**config.mk**
```make
export PLATFORM = sky130hd
export DESIGN_NAME = hamming74_stream_codec
export DESIGN_NICKNAME = d
export VERILOG_FILES = /design/src/rtl/hmc_pkg.sv /design/src/rtl/hamming74_stream_codec.sv /design/src/rtl/hmc_step.sv /design/src/rtl/hmc_outbuf.sv
export SDC_FILE = /design/constraint.sdc
export NUM_CORES = 1
export LEC_CHECK = 0
export BUFFER_PORTS_ARGS = -buffer_cell sky130_fd_sc_hd__buf_2
export CAP_MARGIN = 15
export CORE_UTILIZATION = 35
export CTS_BUF_LIST = sky130_fd_sc_hd__clkbuf_8 sky130_fd_sc_hd__clkbuf_16
export DETAILED_ROUTE_END_ITERATION = 8
export SLEW_MARGIN = 0
export SYNTH_ARGS = -nofsm -noshare
export SYNTH_HDL_FRONTEND = slang
export SYNTH_SLANG_ARGS = --single-unit
```
**constraint.sdc**
```tcl
create_clock -name clk -period 2.7 [get_ports clk]
set_input_delay 0.54 -clock clk [delete_from_list [all_inputs] [get_ports clk]]
set_output_delay 0.54 -clock clk [all_outputs]
set_load 0.01 [all_outputs]
```
**src/rtl/hmc_pkg.sv**
```systemverilog
// ---------------------------------------------------------------------------
// hmc_pkg: shared types and functions for the Hamming(7,4) stream codec
// Holds the codec state and result bundle types plus codeword helpers.
// ---------------------------------------------------------------------------
`default_nettype none

package hmc_pkg;

  localparam logic [7:0] NIB_MASK = 8'h0F;

  // Decode and encode leave at most seven pending bits between words.
  typedef struct packed {
    logic [6:0] acc;
    logic [2:0] cnt;
    logic [3:0] held;
    logic       held_v;
  } hmc_state_t;

  // Up to three result bytes per input word, byte 0 goes out first.
  typedef struct packed {
    logic [1:0]      cnt;
    logic [2:0][7:0] bytes;
  } hmc_res_t;

  // Codeword layout from MSB: p1 p2 d1 p3 d2 d3 d4.
  function automatic logic [6:0] make_codeword(input logic [3:0] nib);
    logic d1, d2, d3, d4;
    d1 = nib[3];
    d2 = nib[2];
    d3 = nib[1];
    d4 = nib[0];
    return {d1 ^ d2 ^ d4, d1 ^ d3 ^ d4, d1, d2 ^ d3 ^ d4, d2, d3, d4};
  endfunction

  // Position k of the codeword (1..7) sits at bit 7-k.
  function automatic logic [3:0] fix_codeword(input logic [6:0] cw);
    logic [2:0] syn;
    logic [6:0] flip;
    logic [6:0] fixed;
    syn[0] = cw[6] ^ cw[4] ^ cw[2] ^ cw[0];
    syn[1] = cw[5] ^ cw[4] ^ cw[1] ^ cw[0];
    syn[2] = cw[3] ^ cw[2] ^ cw[1] ^ cw[0];
    flip   = (syn != 3'd0) ? (7'd1 << (3'd7 - syn)) : 7'd0;
    fixed  = cw ^ flip;
    return {fixed[4], fixed[2], fixed[1], fixed[0]};
  endfunction

endpackage

`default_nettype wire

```
**src/rtl/hamming74_stream_codec.sv**
```systemverilog
// ---------------------------------------------------------------------------
// hamming74_stream_codec: byte-stream Hamming(7,4) encoder and decoder
// Registers each input word, runs one codec step and queues its results.
// ---------------------------------------------------------------------------
// Usage:
//   Input words arrive on in_tvalid/in_tready with the byte in in_tdata and
//   the end of the stream on in_tlast. Results leave on out_tvalid/out_tready;
//   out_tlast marks the final byte caused by one input word.
//   cfg_wr_en/cfg_wr_data select encode (0) or decode (1) while the block is
//   idle; the pending bits carry across a mode change.
//   A word passes through the input register and then the result register.
//   Throughput: one input word per cycle when its results fit; the result
//   register sends one byte per cycle while out_tready is high, so encode,
//   with more result bytes per word, runs slower than decode.
//   A decode word can produce no result at all; it still loads the result register.
//   When the receiver stalls, the result register holds its bytes and the
//   input register holds one word, after which in_tready drops.
//   Reset clears the mode to encode and empties all pending state.
// ---------------------------------------------------------------------------
`default_nettype none

module hamming74_stream_codec (
  input  wire logic       clk,
  input  wire logic       rst_n,
  input  wire logic       cfg_wr_en,
  input  wire logic       cfg_wr_data,  // decode_mode
  input  wire logic       in_tvalid,
  output logic            in_tready,
  input  wire logic [7:0] in_tdata,     // data_byte[7:0]
  input  wire logic       in_tlast,     // last_byte
  output logic            out_tvalid,
  input  wire logic       out_tready,
  output logic [7:0]      out_tdata,    // out_byte[7:0]
  output logic            out_tlast     // out_last
);

  logic                decode_mode_r;
  logic                in_valid_r;
  logic                in_valid_nxt;
  logic [7:0]          in_data_r;
  logic                in_last_r;
  hmc_pkg::hmc_state_t st_r;
  hmc_pkg::hmc_state_t st_nxt;
  hmc_pkg::hmc_res_t   res;
  logic                can_load;
  logic                consume;

  hmc_step u_step (
    .decode_mode (decode_mode_r),
    .data_byte   (in_data_r),
    .last_byte   (in_last_r),
    .st          (st_r),
    .st_nxt      (st_nxt),
    .res         (res)
  );

  hmc_outbuf u_outbuf (
    .clk        (clk),
    .rst_n      (rst_n),
    .load       (consume),
    .load_res   (res),
    .can_load   (can_load),
    .out_tvalid (out_tvalid),
    .out_tready (out_tready),
    .out_tdata  (out_tdata),
    .out_tlast  (out_tlast)
  );

  always_comb begin
    consume      = in_valid_r && can_load;
    in_tready    = !in_valid_r || can_load;
    in_valid_nxt = in_tvalid || (in_valid_r && !can_load);
  end

  always_ff @(posedge clk) begin
    if (!rst_n) begin
      decode_mode_r <= 1'b0;
      in_valid_r    <= 1'b0;
      st_r          <= '0;
    end else begin
      if (cfg_wr_en) begin
        decode_mode_r <= cfg_wr_data;
      end
      in_valid_r <= in_valid_nxt;
      if (consume) begin
        st_r <= st_nxt;
      end
    end
  end

  always_ff @(posedge clk) begin
    if (in_tvalid && in_tready) begin
      in_data_r <= in_tdata;
      in_last_r <= in_tlast;
    end
  end

endmodule

`default_nettype wire

```
**src/rtl/hmc_step.sv**
```systemverilog
// ---------------------------------------------------------------------------
// hmc_step: one-word codec step
// Combines the pending state with one input byte and produces the result
// bytes and the state that follows, for either encode or decode.
// ---------------------------------------------------------------------------
`default_nettype none

module hmc_step (
  input  wire logic              decode_mode,
  input  wire logic [7:0]        data_byte,
  input  wire logic              last_byte,
  input  wire hmc_pkg::hmc_state_t st,
  output hmc_pkg::hmc_state_t    st_nxt,
  output hmc_pkg::hmc_res_t      res
);

  // Encode path
  logic [13:0] enc_code;
  logic [20:0] enc_acc;
  logic [4:0]  enc_cnt;
  logic [20:0] enc_align;
  logic        enc_two;
  logic [2:0]  enc_rem;
  logic [7:0]  enc_flush;
  logic        enc_fl;

  // Decode path
  logic [14:0] dec_acc;
  logic [4:0]  dec_cnt;
  logic [14:0] dec_align;
  logic        dec_two;
  logic [2:0]  dec_rem;
  logic [3:0]  nib1;
  logic [3:0]  nib2;
  logic [7:0]  dec_byte;
  logic        dec_emit;
  logic        dec_hv;
  logic [3:0]  dec_held;
  logic        dec_fl;
  logic [7:0]  dec_flush;

  always_comb begin
    enc_code  = {hmc_pkg::make_codeword(data_byte[7:4]),
                 hmc_pkg::make_codeword(4'(data_byte & hmc_pkg::NIB_MASK))};
    enc_acc   = {st.acc, enc_code};
    enc_cnt   = 5'({2'b00, st.cnt}) + 5'd14;
    // Left-align the valid bits so the output bytes sit at fixed places.
    enc_align = enc_acc << (5'd21 - enc_cnt);
    enc_two   = enc_cnt >= 5'd16;
    enc_rem   = enc_two ? 3'(enc_cnt - 5'd16) : 3'(enc_cnt - 5'd8);
    enc_flush = enc_two ? {enc_align[4:0], 3'b000} : enc_align[12:5];
    enc_fl    = last_byte && (enc_rem != 3'd0);

    dec_acc   = {st.acc, data_byte};
    dec_cnt   = 5'({2'b00, st.cnt}) + 5'd8;
    dec_align = dec_acc << (5'd15 - dec_cnt);
    dec_two   = dec_cnt >= 5'd14;
    dec_rem   = dec_two ? 3'(dec_cnt - 5'd14) : 3'(dec_cnt - 5'd7);
    nib1      = hmc_pkg::fix_codeword(dec_align[14:8]);
    nib2      = hmc_pkg::fix_codeword(dec_align[7:1]);
    dec_emit  = st.held_v || dec_two;
    dec_byte  = st.held_v ? {st.held, nib1} : {nib1, nib2};
    // A nibble stays held when the codeword count and the old hold agree.
    dec_hv    = (st.held_v == dec_two);
    dec_held  = st.held_v ? nib2 : nib1;
    dec_fl    = last_byte && dec_hv;
    dec_flush = {dec_held, 4'b0000};

    st_nxt = st;
    res    = '0;
    if (decode_mode) begin
      st_nxt.acc    = 7'(dec_acc) & ~(7'h7F << dec_rem);
      st_nxt.cnt    = dec_rem;
      st_nxt.held   = dec_hv ? dec_held : 4'd0;
      st_nxt.held_v = dec_hv;
      res.bytes[0]  = dec_emit ? dec_byte : dec_flush;
      res.bytes[1]  = dec_flush;
      res.bytes[2]  = 8'd0;
      res.cnt       = 2'({1'b0, dec_emit}) + 2'({1'b0, dec_fl});
    end else begin
      st_nxt.acc    = 7'(enc_acc) & ~(7'h7F << enc_rem);
      st_nxt.cnt    = enc_rem;
      res.bytes[0]  = enc_align[20:13];
      res.bytes[1]  = enc_two ? enc_align[12:5] : enc_flush;
      res.bytes[2]  = enc_flush;
      res.cnt       = (enc_two ? 2'd2 : 2'd1) + 2'({1'b0, enc_fl});
    end
    if (last_byte) begin
      st_nxt = '0;
    end
  end

endmodule

`default_nettype wire

```
**src/rtl/hmc_outbuf.sv**
```systemverilog
// ---------------------------------------------------------------------------
// hmc_outbuf: result register for the codec
// Holds the up to three bytes of one input word and sends them in order.
// ---------------------------------------------------------------------------
`default_nettype none

module hmc_outbuf (
  input  wire logic                clk,
  input  wire logic                rst_n,
  input  wire logic                load,
  input  wire hmc_pkg::hmc_res_t   load_res,
  output logic                     can_load,
  output logic                     out_tvalid,
  input  wire logic                out_tready,
  output logic [7:0]               out_tdata,  // out_byte[7:0]
  output logic                     out_tlast   // out_last
);

  logic [2:0][7:0] byte_r;
  logic [2:0][7:0] byte_nxt;
  logic [1:0]      cnt_r;
  logic [1:0]      cnt_nxt;
  logic            pop;

  always_comb begin
    pop        = (cnt_r != 2'd0) && out_tready;
    // The buffer takes a new set when it is empty or sends its last byte now.
    can_load   = (cnt_r == 2'd0) || ((cnt_r == 2'd1) && out_tready);
    out_tvalid = cnt_r != 2'd0;
    out_tlast  = cnt_r == 2'd1;
    out_tdata  = byte_r[0];
    cnt_nxt    = cnt_r;
    byte_nxt   = byte_r;
    if (load) begin
      cnt_nxt  = load_res.cnt;
      byte_nxt = load_res.bytes;
    end else if (pop) begin
      cnt_nxt  = cnt_r - 2'd1;
      byte_nxt = {8'd0, byte_r[2], byte_r[1]};
    end
  end

  always_ff @(posedge clk) begin
    if (!rst_n) begin
      cnt_r <= 2'd0;
    end else begin
      cnt_r <= cnt_nxt;
    end
  end

  always_ff @(posedge clk) begin
    byte_r <= byte_nxt;
  end

endmodule

`default_nettype wire
```
* Word-level counts from Yosys, hierarchy flattened
Index checks and enable logic that the tools add are counted.
Word-level totals: register bits after elaboration 52, output and inout bits 11
Cells by class: add/sub/neg operators 13, magnitude comparators 2, equality and inequality tests 2, shift-type cells 6, multiplexer cells 19, bitwise gates (word level) 36, reductions and logical operators 21
Operator list (count):
- 24-bit 2-to-1 mux | 2
- 8-bit 2-to-1 mux | 4
- 1-bit XOR | 30
- 26-bit 2-to-1 mux | 1
- 21-bit by 5-bit << shifter with 21-bit output | 1
- 15-bit 2-to-1 mux | 1
- 5-bit 2-to-1 mux | 3
- 15-bit by 5-bit << shifter with 15-bit output | 1
- 7-bit bitwise AND | 2
- 7-bit NOT | 2
- 7-bit by 3-bit << shifter with 7-bit output, first input constant | 2
- 3-bit by 4-bit adder with 5-bit output, second input constant | 2
- 10-bit 2-to-1 mux | 1
- 1-bit by 3-bit << shifter with 5-bit output, first input constant | 2
- 5-bit XOR | 2
- 3-bit nonzero test | 3
- 4-bit 2-to-1 mux | 2
- 1-bit logical AND | 7
- 2-bit 2-to-1 mux | 3
- 3-bit 2-to-1 mux | 2
- 2-bit nonzero test | 3
- 3-bit by 1-bit subtractor with 3-bit output, second input constant | 2
- 3-bit subtractor, first input constant | 2
- 3-bit subtractor, second input constant | 2
- 13 further kinds | 17

* Longest topological paths before layout
depth after elaboration 14, mapped depth 14, gate-level depth less buffers 11

* Cells and area by module
A second synthesis with hierarchy kept.
Second synthesis, totals: cells, all modules 596, area, all modules 5232.5 µm²
By module, submodules not included:
- hmc_step | instances 1, cells an instance 431, area an instance 3022.9 µm², seq. area each 0.0 µm²
- hmc_outbuf | instances 1, cells an instance 78, area an instance 1231.2 µm², seq. area each 760.7 µm²
- hamming74_stream_codec | instances 1, cells an instance 87, area an instance 978.4 µm², seq. area each 610.6 µm²

* Worst setup path after synthesis
OpenSTA, ideal clock, no wires.
path kind flip-flop to flip-flop, start point register st_r[7] (netlist name), end point register u_outbuf.byte_r, in the netlist u_outbuf.out_tdata[1] (data pin), library setup time 0.268 ns, arrival 2.594 ns, slack -0.162 ns, stages on the path, launching flop included 11, clock period less this slack 2.862 ns, path through dfxtp_1 buf_2 inv_1 clkbuf_1 ha_1 clkbuf_1 xnor2_1 clkbuf_1 o21ai_0 a22oi_1 o211ai_1
RTL lines:
- start, declared | line hamming74_stream_codec.sv:42 | hmc_pkg::hmc_state_t st_r;
- start signal, assigned | line hamming74_stream_codec.sv:86 | st_r <= st_nxt;
- end signal, assigned | line hmc_outbuf.sv:52 | byte_r <= byte_nxt;
- end, declared | line hmc_outbuf.sv:19 | logic [2:0][7:0] byte_r;

==> impl_metrics.env <==
export IMPL_final_util=0.477
export IMPL_hp_class="in -> reg"
export IMPL_drv_cap=0
export IMPL_placement_rows=41
export IMPL_gp_congestion=0.883
export IMPL_first_iter_violations=349
export IMPL_arrival_ns=2.98
export IMPL_die_w_um=117
export IMPL_initial_core_util=0.364
export IMPL_layout_min_cycle_time_ns=2.84
export IMPL_root_buffer="clkbuf_16"
export IMPL_cp_common_cell="or3_4"
export IMPL_hold_slack_ns=0.405
export IMPL_async_reset_ff_frac=0
export IMPL_slew_viol_final=0
export IMPL_clk_pin_slew_ns=0.07
export IMPL_cts_sinks=52
export IMPL_start_kind="flip-flop"
export IMPL_synth_fp_nets=558
export IMPL_synthCells=531
export IMPL_cp_required_ns=2.84
export IMPL_numCtsBuffers=5
export IMPL_critPathSlowestCell="edfxtp_1"
export IMPL_areaGrowthSynthToFinish_pct=31.2
export IMPL_antenna_found_initial=0
export IMPL_grtUsageTotal=0.206
export IMPL_violations="negative setup slack"
export IMPL_top_usage_layer="met2"
export IMPL_yosysSeqAreaShare=0.295
export IMPL_placed_cell_area_um2=5410
export IMPL_fill_cells=1193
export IMPL_fin_total_pwr_uw=3640
export IMPL_critPathKind="reg -> reg"
export IMPL_crit_chain="buf_4, mux2i_4, xor2_1, mux2i_1, or3_4, a211o_1, or3_4, a31o_1, a221oi_2"
export IMPL_portBuffers=25
export IMPL_wl_per_cell_um=17.0
export IMPL_fin_area_um2=6090
export IMPL_ys_seq_elements=52
export IMPL_synth_edf_count=33
export IMPL_p_leak_uw=0.00236
export IMPL_cp_max_fo=7
export IMPL_yosysUniqueCellTypes=72
export IMPL_finalSetupViolCount=4
export IMPL_crit_family="compound AO/OA/AOI/OAI gates"
export IMPL_htree_levels=2
export IMPL_hold_viol=0
export IMPL_cts_tree="yes"
export IMPL_clock_latency_ns=0.31
export IMPL_die_y_um=117
export IMPL_grt_pass1_vias=4222
export IMPL_vdd_drop_max_mv=0.362
export IMPL_avgSynthCellArea_um2=8.75
export IMPL_slew_headroom=0.414
export IMPL_core_area_um2=12800
export IMPL_synth_ff_type="edfxtp_1"
export IMPL_grtUsageMet2=0.335
export IMPL_drtPass1Iterations=5
export IMPL_fin_ws_ns=-0.140
export IMPL_finalSetupTns_ns=-0.411
export IMPL_status="complete, but fails checks"
export IMPL_clock_fmax_mhz=352
export IMPL_hpwl_um=10100
export IMPL_powerDensity_nw_per_um2=597
export IMPL_worst_pin_slew_ns=0.876
export IMPL_fin_skew_ns=0.00370
export IMPL_drive_gt1_frac=0.332
export IMPL_drc_errors=0
export IMPL_synthesis_area_um2=4650
export IMPL_period_share=1.05
export IMPL_rsz0062_at_grt="yes"
export IMPL_met3_usage=0.0263
export IMPL_num_vias=4351
export IMPL_ioPinCount=26
export IMPL_nets=643
export IMPL_use_met1=0.276
export IMPL_dieArea_um2=13700
export IMPL_grt_ovfl_total=0
export IMPL_yosysWarningCount=0
export IMPL_grt_max_degree=32
export IMPL_cpPeakStageDelay_ns=0.50
export IMPL_drtAntennaViolNets=0
export IMPL_grt_pass1_wl_um=21500
export IMPL_cts_buffer_depth=2
export IMPL_wirelength_um=13400
export IMPL_diodes=0
export IMPL_end_kind="flip-flop"
export IMPL_vias_per_cell=5.51
export IMPL_critPathBufInv=1
export IMPL_cts_hold_buf=0
-- cell type report --
| type | instances | area (µm²) | share of cell area |
|---|---|---|---|
| clock buffer | 6 | 150 | 0.0246 |
| tap | 172 | 215 | 0.0353 |
| clock inverter | 2 | 33.8 | 0.00554 |
| timing repair buffer | 123 | 947 | 0.155 |
| sequential | 52 | 1380 | 0.226 |
| multi-input combinational | 415 | 3290 | 0.541 |
| inverter | 19 | 72.6 | 0.0119 |
-- path summary, 6_finish.rpt --
check                                   from               endpoint  slack, ns  cells after the start
worst max-delay path            in_data_r[4]  u_outbuf.out_tdata[7]      -0.14                      9
worst max register to register  in_data_r[4]  u_outbuf.out_tdata[7]      -0.14                      9
worst min register to register       st_r[4]                st_r[4]       0.48                      2
worst min-delay path                in_tlast              in_last_r       0.40                      1
-- synth_stat cells (6+ instances only) --
cell	instances	area share
buf_2	12	0.013
mux2i_1	27	0.058
xor2_1	17	0.032
nor2b_1	15	0.020
nand3_1	14	0.015
edfxtp_1	33	0.21
dfxtp_1	19	0.082
clkbuf_1	17	0.014
ha_1	12	0.032
o21ai_0	27	0.029
nor3_1	6	0.0065
buf_4	9	0.015
mux4_2	8	0.039
o211ai_1	11	0.018
xnor2_1	26	0.049
nor2_1	34	0.027
and2_1	6	0.0081
inv_1	16	0.013
a21oi_1	36	0.039
nand2_1	76	0.061
a22oi_1	7	0.011
a211oi_1	8	0.013
-- state kept, by name (all words and copies together), names as in the netlist --
name                count
decode_mode_r           1
in_data_r               8
in_last_r               1
in_valid_r              1
st_r                   15
u_outbuf.byte_r        16
u_outbuf.cnt_r          2
u_outbuf.out_tdata      8
-- placed cells by master, fill, tap and decap left out, types with 4 or more instances in the layout --
cell type	n
mux2i_1	26
mux4_2	8
inv_1	17
buf_6	5
xnor2_1	22
o211ai_1	11
edfxtp_1	33
and2_1	5
a21o_1	4
nand2_1	74
o21ai_0	24
buf_4	89
clkbuf_16	7
a21oi_1	33
a22oi_1	7
xor2_1	13
nand3_1	14
and3_1	4
nor2b_1	13
buf_2	25
mux2i_4	5
nand2b_1	4
dfxtp_1	16
ha_1	10
nor2_1	30
a211oi_1	5
-- power by group --
part           switching, µW  internal [µW]  leakage, µW
sequential              76.2           1020     0.000478
clock                    305            491    0.0000934
combinational            953            798      0.00179
total                   1330           2300      0.00236
-- repair_timing --
| action | CTS | global route |
|---|---|---|
| pin swaps | 5 | 15 |
| gates resized for setup | 17 | 55 |
| endpoints found under the setup margin | 15 | 23 |
| setup buffers | 4 | 10 |
| cloned | 1 | 1 |
-- routing by layer --
layer	wire length, µm	part of all wire	vias up
li1	-	-	2093
met1	6130	0.46	2090
met2	6260	0.47	141
met3	611	0.046	27
met4	391	0.029	0
met5	0	0	-
-- kinds of logic (layout without fill, tap and decap cells) --
logic type / count (synthesis) / in the layout / share of synthesized area
AOI/OAI and AO/OA: 138 / 138 / 0.200
xor gates and xnor gates: 47 / 47 / 0.0991
adders and majority gates: 12 / 12 / 0.0323
buffers and inverters: 64 / 150 / 0.0722
DFF: 52 / 52 / 0.295
muxes: 43 / 43 / 0.125
and+or+nand+nor: 175 / 175 / 0.177
-- metrics by stage --
stage / std cells / worst slack, ns
after detailed placement: 766 / -0.228
after CTS: 779 / -0.114
after global placement: 766 / -0.211
after global routing: 789 / -0.259
after floorplan: 531 / -0.0980
final: 789 / -0.140
-- worst register-to-register path: cells and delay by family (launching register included) --
family,cells,cell delay (ns)
AO/OA/AOI/OAI,3,0.76
XOR/XNOR,1,0.18
buffers and inverters,1,0.19
flip-flops,1,0.50
multiplexers,2,0.30
AND/OR/NAND/NOR,2,0.74
No activity file was read; power rests on OpenSTA's default activity.
